`src/hw/rtl/asu_pkg.sv`:
```
// Shared types, constants and helpers for the agent steering update pipeline.
`timescale 1ns / 1ps

package asu_pkg;

    localparam int SQRT_STAGES = 16;
    localparam int DIV_STAGES  = 15;
    localparam int SIDE_LEN    = SQRT_STAGES + DIV_STAGES + 2;
    localparam int MAG_STAGE   = SQRT_STAGES + 1;

    // 1/sqrt(2) in Q0.16
    localparam logic [15:0] INV_SQRT2 = 16'd46341;
    // ceil(2^24 / 10), exact floor division by ten for values below 419430
    localparam logic [20:0] RECIP_TEN = 21'd1677722;

    localparam logic [2:0] REG_ARENA_LEFT    = 3'd0;
    localparam logic [2:0] REG_ARENA_RIGHT   = 3'd1;
    localparam logic [2:0] REG_ARENA_TOP     = 3'd2;
    localparam logic [2:0] REG_ARENA_BOTTOM  = 3'd3;
    localparam logic [2:0] REG_WALL_MARGIN   = 3'd4;
    localparam logic [2:0] REG_DELETE_MARGIN = 3'd5;
    localparam logic [2:0] REG_DESIRED_SPEED = 3'd6;
    localparam logic [2:0] REG_MAX_ACCEL     = 3'd7;

    typedef struct packed {
        logic               valid;
        logic signed [23:0] px;
        logic signed [23:0] py;
        logic signed [15:0] vx;
        logic signed [15:0] vy;
        logic signed [1:0]  dirx;
        logic signed [1:0]  diry;
        logic               neg_x;
        logic               neg_y;
    } side_t;

    function automatic logic signed [15:0] sat16(input logic signed [17:0] v);
        if (v > 18'sd32767)
            return 16'sh7fff;
        else if (v < -18'sd32768)
            return 16'sh8000;
        else
            return v[15:0];
    endfunction

    function automatic logic signed [23:0] sat24(input logic signed [24:0] v);
        if (v > 25'sd8388607)
            return 24'sh7fffff;
        else if (v < -25'sd8388608)
            return 24'sh800000;
        else
            return v[23:0];
    endfunction

endpackage

```
`src/hw/rtl/asu_sqrt.sv`:
```
// Pipelined integer square root, one result bit per stage.
`timescale 1ns / 1ps

module asu_sqrt
    import asu_pkg::*;
(
    input  logic        clk,
    input  logic        en,
    input  logic [31:0] radicand,
    output logic [15:0] root
);

    logic [32:0] x_reg [SQRT_STAGES];
    logic [32:0] r_reg [SQRT_STAGES];

    for (genvar k = 0; k < SQRT_STAGES; k++) begin : g_stage
        logic [32:0] x_in;
        logic [32:0] r_in;
        logic [32:0] bitv;
        logic [32:0] trial;
        logic        take;

        if (k == 0) begin : g_first
            assign x_in = {1'b0, radicand};
            assign r_in = '0;
        end else begin : g_rest
            assign x_in = x_reg[k-1];
            assign r_in = r_reg[k-1];
        end

        assign bitv  = 33'd1 << (2 * (SQRT_STAGES - 1 - k));
        assign trial = r_in + bitv;
        assign take  = (x_in >= trial);

        always_ff @(posedge clk)
        begin
            if (en)
            begin
                x_reg[k] <= take ? (x_in - trial) : x_in;
                r_reg[k] <= take ? ((r_in >> 1) + bitv) : (r_in >> 1);
            end
        end
    end

    assign root = r_reg[SQRT_STAGES-1][15:0];

endmodule

```
`config.mk`:
```
export PLATFORM = sky130hd
export DESIGN_NAME = asu_sqrt
export DESIGN_NICKNAME = d
export VERILOG_FILES = /design/src/hw/rtl/asu_pkg.sv /design/src/hw/rtl/asu_sqrt.sv
export SDC_FILE = /design/constraint.sdc
export NUM_CORES = 1
export LEC_CHECK = 0
export BUFFER_PORTS_ARGS = -buffer_cell sky130_fd_sc_hd__buf_4
export CORE_MARGIN = 3
export CORE_UTILIZATION = 30
export CTS_BUF_LIST = sky130_fd_sc_hd__clkbuf_8
export DETAILED_ROUTE_END_ITERATION = 7
export PLACE_DENSITY = 0.45
export SLEW_MARGIN = 5
export SYNTH_ARGS = -nofsm -noshare
export SYNTH_HDL_FRONTEND = slang
export SYNTH_SLANG_ARGS = --single-unit
```
`constraint.sdc`:
```
create_clock -name clk -period 4 [get_ports clk]
set_clock_uncertainty 0.05 [all_clocks]
set_input_delay 0.8 -clock clk [delete_from_list [all_inputs] [get_ports clk]]
set_output_delay 0.8 -clock clk [all_outputs]
set_load 0.005 [all_outputs]
```
==> impl_metrics.py, run 1 <==
metrics = {
    "cts": {
        "clk_latency_ps": 730,
        "cts.sinks": 631,
        "cts_buffers": 111,
        "htreeDepth": 3,
        "clk_pin_slew_worst_paths_ps": 60,
        "ctsResizeCount": 0,
        "clockBufferDepth": 3,
        "cts_tree": "built",
        "ctsHoldBuffers": 0,
        "cts-root-buf": "clkbuf_8",
        "cts_setup_buffers": 0,
    },
    "place": {
        "dp_slack_ps": 202,
        "placed_area_um2": 31700,
        "place_hpwl_um": 47800,
        "io_buffers": 49,
        "gp_congestion": 0.880,
    },
    "grt": {
        "grt_pass1_vias": 18800,
        "grt_overflow": 0,
        "met2_usage_pct": 24.8,
        "grt_max_degree": 129,
        "antenna_found_initial": 1,
        "grt_pass1_wl_um": 102000,
        "grt_use_total_pct": 12.6,
        "grt.met3_usage_pct": 2.25,
        "gr-max-usage-layer": "met2",
        "gr-usage-met1_pct": 13.1,
    },
    "yosys": {
        "syn_area_per_cell_um2": 12.9,
        "synth_warnings": 0,
        "yosysTopAreaCell": "edfxtp_1",
        "ys_types": 75,
        "synthFlopType": "edfxtp_1",
        "yosysTopAreaCellShare_pct": 64.1,
        "yosysSeqAreaShare_pct": 64.1,
        "synth_area_um2": 29600,
        "syn_inst": 2286,
        "synthTopCellsByArea": "edfxtp_1 64%, ha_1 6.3%, xor2_1 3.6%",
        "synth-edff-count": 631,
        "ys_async_sr_fraction_pct": 0,
        "ys_ff_latch": 631,
        "synth.net_count": 2470,
    },
    "setup_path": {
        "critical_path.max_stage_delay_ps": 590,
        "r2r_slack_ps": 320,
        "critPathCaptureType": "flop",
        "crit_type": "reg -> reg",
        "reg2reg_to": "x_reg[1][28]$_DFFE_PP_",
        "arrival_ps": 4090,
        "path_buf_inv": 1,
        "cp_max_fo": 6,
        "cp_cell_sequence": "inv_1 > ha_1 > nor4b_1 > nand4_1 > nor4_1 > nor4_1 > and3b_1 > a2111o_1 > nor4_1 > xor2_1",
        "critPathTopFamily": "simple AND/OR/NAND/NOR gates",
        "cp-start-kind": "flop",
        "worst-r2r-cell-count": 10,
        "cp.required_ps": 4410,
        "reg2reg_from": "r_reg[0][253]$_DFFE_PP_",
        "crit_top_cell": "nor4_1",
        "crit_slowest_cell": "nor4_1",
    },
    "worst_hold_path": {
        "hold-path-cell-count": 1,
        "whs_endpoint": "x_reg[0][27]$_DFFE_PP_",
        "worstHoldStart": "radicand[27]",
        "hp-class": "in -> reg",
    },
    "sta": {
        "relSlewSlack_pct": 35.1,
        "setup_viol": 0,
        "period_minus_slack_ps": 3680,
        "post-route-period-util_pct": 91.9,
        "hold_slack_ps": 211,
        "rsz0062_at_grt": "no",
        "setup-tns-final_ps": 0,
        "final-hold-violation-count": 0,
        "fmax_mhz": 272,
        "tightest_slew_ps": 965,
        "layout_setup_ws_ps": 322,
        "drv_slew": 0,
    },
    "run_status": {
        "status": "completed",
    },
    "die": {
        "dieWidth_um": 320,
        "die_height_um": 320,
        "fp-row-count": 114,
        "die_area_um2": 102000,
        "pin_count": 50,
        "start_util_pct": 30.4,
        "core_area_um2": 97100,
    },
    "drt": {
        "via_per_inst": 4.74,
        "drc_errors": 0,
        "wl_um": 64600,
        "final_antenna_net_count": 0,
        "drt_iter0_markers": 1009,
        "drt_first_pass_iters": 5,
        "vias": 18100,
        "drt-wirelength-per-cell_um": 16.9,
    },
    "cells_and_area": {
        "drive_gt1_share_pct": 10.1,
        "fin_area_um2": 33900,
        "final_nets": 2634,
        "synthToLayoutAreaGrowth_pct": 14.7,
        "largest_register_ffs": 495,
        "fill_cells": 9447,
    },
    "power_and_ir_drop": {
        "ir_worst_vdd_mv": 0.306,
        "leakage_nw": 12.7,
        "power_per_cell_area_nw_per_um2": 504,
    },
    "job": {
        "cap_violations": 0,
    },
}
[synthesized netlist by cell type, types with 4 or more instances]
| cell | instances |
|---|---|
| a211oi_1 | 13 |
| buf_4 | 4 |
| nor4b_1 | 10 |
| a211o_1 | 4 |
| nor2_1 | 131 |
| nand2b_1 | 38 |
| nor2b_1 | 19 |
| a31oi_1 | 7 |
| nand3b_1 | 5 |
| inv_1 | 180 |
| or4_1 | 23 |
| nor4_1 | 92 |
| nand3_1 | 22 |
| clkbuf_1 | 22 |
| edfxtp_1 | 631 |
| and2_1 | 6 |
| mux2_2 | 7 |
| a21o_1 | 28 |
| o21bai_1 | 13 |
| a21oi_1 | 93 |
| o31ai_1 | 22 |
| nand4b_1 | 5 |
| or2_2 | 10 |
| o41ai_1 | 5 |
| or3_1 | 26 |
| xor2_1 | 121 |
| ha_1 | 150 |
| xnor2_1 | 77 |
| o31a_1 | 6 |
| nand2_1 | 163 |
| o211ai_1 | 5 |
| o21a_1 | 31 |
| buf_1 | 4 |
| nand4_1 | 27 |
| and3_1 | 13 |
| nor3_1 | 81 |
| mux2i_1 | 7 |
| a21boi_0 | 7 |
| o21ai_0 | 127 |
[cells by family (layout without fill, tap and decap cells)]
family          after synthesis  in the layout  synth area share, %
buf+inv                     214            468                 2.79
xor+xnor                    198            198                 5.87
fa+ha+maj                   150            150                 6.35
flops                       631            631                 64.1
mux                          15             15                0.554
compound gates              393            393                 8.37
simple gates                685            685                 12.0
other cells                   0              2                    0
[worst max-delay path by stage]
stage | start | to | slack, ps | cells past startpoint
2_1_floorplan | x_reg[1][153]$_DFFE_PP_ | x_reg[1][173]$_DFFE_PP_ | 870 | 7
4_1_cts | x_reg[0][253]$_DFFE_PP_ | x_reg[1][28]$_DFFE_PP_ | 260 | 9
5_1_grt | x_reg[1][108]$_DFFE_PP_ | x_reg[1][162]$_DFFE_PP_ | 150 | 9
3_3_place_gp | x_reg[0][253]$_DFFE_PP_ | x_reg[1][28]$_DFFE_PP_ | 330 | 9
6_report | r_reg[0][253]$_DFFE_PP_ | x_reg[1][28]$_DFFE_PP_ | 320 | 10
3_5_place_dp | r_reg[0][253]$_DFFE_PP_ | x_reg[1][28]$_DFFE_PP_ | 200 | 10
[routing by layer]
layer,vias up,routed length (um)
met1,8734,24700
met2,331,35700
met5,-,0
met4,0,2170
met3,134,2020
li1,8911,-
[power by group]
group	total, mW	switching, mW	leakage [nW]	internal [mW]
Combinational	2.50	1.45	5.44	1.05
Sequential	8.79	0.553	6.04	8.23
Clock	5.81	2.68	1.22	3.13
[metrics by stage]
| step | power (mW) | util [%] | instances |
|---|---|---|---|
| final | 17.1 | 34.9 | 3818 |
| after floorplan | 10.5 | - | 2286 |
| after global routing | 18.1 | 34.9 | 3818 |
| after detailed placement | 11.4 | 32.7 | 3613 |
| after global placement | 11.4 | 32.7 | 3613 |
| after CTS | 17.4 | 34.9 | 3816 |
[final cells by class]
type / count / area (um2) / area share (%)
multi-input combinational: 1441 / 9800 / 28.9
clock inverter: 92 / 649 / 1.92
sequential: 631 / 18900 / 55.9
inverter: 183 / 687 / 2.03
tap: 1276 / 1600 / 4.71
timing repair buffer: 82 / 686 / 2.02
antenna: 2 / 5.00 / 0.0148
clock buffer: 111 / 1530 / 4.51
[cells in the final DEF, fill, tap and decap left out, types with 31 or more instances in the layout]
master	synthesis	layout
nor2_1	131	131
clkinv_1	1	33
ha_1	150	150
o21ai_0	127	127
o21a_1	31	31
xnor2_1	77	77
a21oi_1	93	93
inv_1	180	209
nor3_1	81	81
edfxtp_1	631	631
clkbuf_8	0	111
nand2b_1	38	38
nand2_1	163	163
xor2_1	121	121
nor4_1	92	92
buf_4	4	76
No activity file was read; power rests on OpenSTA's default activity.
==> run 2: changes to the inputs <==
--- a/config.mk
+++ b/config.mk
@@ -11,6 +11,7 @@
 export CTS_BUF_LIST = sky130_fd_sc_hd__clkbuf_8
 export DETAILED_ROUTE_END_ITERATION = 7
 export PLACE_DENSITY = 0.45
+export REMOVE_ABC_BUFFERS = 1
 export SLEW_MARGIN = 5
 export SYNTH_ARGS = -nofsm -noshare
 export SYNTH_HDL_FRONTEND = slang
==> run 2 against run 1 <==
Against the previous run:
- setup slack improved by 140 ps
- via count shrank 0.83%
- worst hold slack lost 16 ps
- global-route usage down 0.19 points
- combinational power about the same
- die area did not move
- critical endpoint is now x_reg[1][32]$_DFFE_PP_
- largest power group unchanged
==> impl_metrics.py, run 2 (synthesis results as in run 1) <==
metrics = {
    "cells_and_area": {
        "drive_gt1_share_pct": 9.89,
        "largest_register_ffs": 495,
        "postLayoutCoreUtil_pct": 34.9,
        "mostFrequentLayoutCell": "edfxtp_1",
        "layout_common_cells": "631 x edfxtp_1, 207 x inv_1, 163 x nand2_1",
        "synthToLayoutAreaGrowth_pct": 14.5,
        "fin_area_um2": 33900,
        "final_nets": 2632,
    },
    "grt": {
        "grt_overflow": 0,
        "antenna_found_initial": 2,
        "grt_pass1_wl_um": 101000,
        "grt_pass1_vias": 19300,
        "grt_max_degree": 107,
        "grt_use_total_pct": 12.4,
    },
    "place": {
        "placed_area_um2": 31700,
        "place_hpwl_um": 46800,
        "io_buffers": 49,
        "gp_congestion": 0.899,
    },
    "setup_path": {
        "cp.required_ps": 4420,
        "startpoint": "x_reg[0][253]$_DFFE_PP_",
        "cp_max_fo": 6,
        "crit_type": "reg -> reg",
        "critPathCaptureType": "flop",
        "cp-start-kind": "flop",
        "arrival_ps": 3960,
        "reg2reg_from": "x_reg[0][253]$_DFFE_PP_",
    },
    "power_and_ir_drop": {
        "pwr-share-seq_pct": 51.7,
        "switching_share_pct": 27.5,
        "ir_worst_vdd_mv": 0.246,
        "power.share.combinational_pct": 14.7,
        "power_per_cell_area_nw_per_um2": 501,
        "pwr-share-clk_pct": 33.7,
        "p_sw_mw": 4.66,
        "leakage_nw": 12.7,
        "power_mw": 17.0,
        "power.internal_mw": 12.3,
    },
    "run_status": {
        "status": "completed",
    },
    "worst_hold_path": {
        "worstHoldStart": "radicand[28]",
        "hp-class": "in -> reg",
    },
    "sta": {
        "drv_slew": 0,
        "post-route-period-util_pct": 88.5,
        "period_minus_slack_ps": 3540,
        "setup_viol": 0,
        "fmax_mhz": 283,
        "final-hold-violation-count": 0,
        "relSlewSlack_pct": 39.8,
        "rsz0062_at_grt": "no",
        "setup-tns-final_ps": 0,
        "tightest_slew_ps": 880,
    },
    "cts": {
        "cts_tree": "built",
        "cts-root-buf": "clkbuf_8",
        "clockBufferDepth": 3,
        "cts_buffers": 108,
        "cts.sinks": 631,
        "htreeDepth": 3,
        "clk_pin_slew_worst_paths_ps": 60,
        "ctsHoldBuffers": 0,
        "cts_setup_buffers": 0,
        "ctsResizeCount": 0,
        "clk_latency_ps": 740,
    },
    "drt": {
        "final_antenna_net_count": 0,
        "drt-wirelength-per-cell_um": 16.5,
        "drc_errors": 0,
        "drt_iter0_markers": 934,
        "vias": 18000,
        "via_per_inst": 4.71,
        "drt_first_pass_iters": 4,
        "wl_um": 63100,
    },
    "die": {
        "dieWidth_um": 320,
        "core_area_um2": 97100,
        "start_util_pct": 30.4,
        "die_height_um": 320,
        "fp-row-count": 114,
        "die_area_um2": 102000,
        "pin_count": 50,
    },
    "job": {
        "cap_violations": 0,
    },
}
## run 2: changes by cell type in the layout (fill, tap and decap cells not counted), sizes merged
cell	before	now
bufinv	8	7
clkinvlp	2	3
buf	82	83
diode	2	1
clkinv	51	52
clkbuf	111	108
## run 2: cell type report
cell class | instances | area, um2
Tap cell | 1276 | 1600
Antenna cell | 1 | 2.50
Inverter | 183 | 687
Timing Repair Buffer | 83 | 706
Sequential cell | 631 | 18900
Clock inverter | 93 | 631
Clock buffer | 108 | 1490
Multi-Input combinational cell | 1441 | 9800
Fill cell | 9481 | 63300
## run 2: final timing paths
kind | slack [ps] | end | cells past startpoint
setup / recovery | 460 | x_reg[1][32]$_DFFE_PP_ | 9
hold / removal | 190 | x_reg[0][28]$_DFFE_PP_ | 1
setup reg to reg | 460 | x_reg[1][32]$_DFFE_PP_ | 9
hold reg to reg | 390 | x_reg[0][212]$_DFFE_PP_ | 0
## run 2: power groups by stage
stage | combinational (mW) | clock (mW) | sequential (mW)
final | 2.49 | 5.71 | 8.77
after detailed placement | 2.50 | 0 | 8.91
after global placement | 2.45 | 0 | 8.90
after CTS | 2.51 | 5.98 | 8.78
after floorplan | 1.80 | 0 | 8.69
after global routing | 2.83 | 6.29 | 8.85
## run 2: layer usage
layer | track usage, % | part of all wire, %
met4 | 5.79 | 4.3
met2 | 24.4 | 55
met3 | 2.56 | 3.3
met1 | 12.4 | 38
met5 | 0 | 0
## run 2: worst max-delay path, cell delays in order (launching register included)
cell      delay [ps]
edfxtp_1         390
ha_1             480
nor4b_1          340
nand4_1          260
nor4_1           590
nor4_1           110
and3b_1          240
a2111o_1         430
nor4_1           260
xor2_1           110
## run 2: metrics by stage
step | setup slack (ps) | hold WS [ps] | cells
6_report | 462 | 195 | 3816
5_1_grt | 162 | 86.1 | 3816
4_1_cts | 275 | 96.3 | 3815
3_5_place_dp | 302 | 379 | 3614
3_3_place_gp | 308 | 377 | 3614
2_1_floorplan | 477 | 367 | 2255
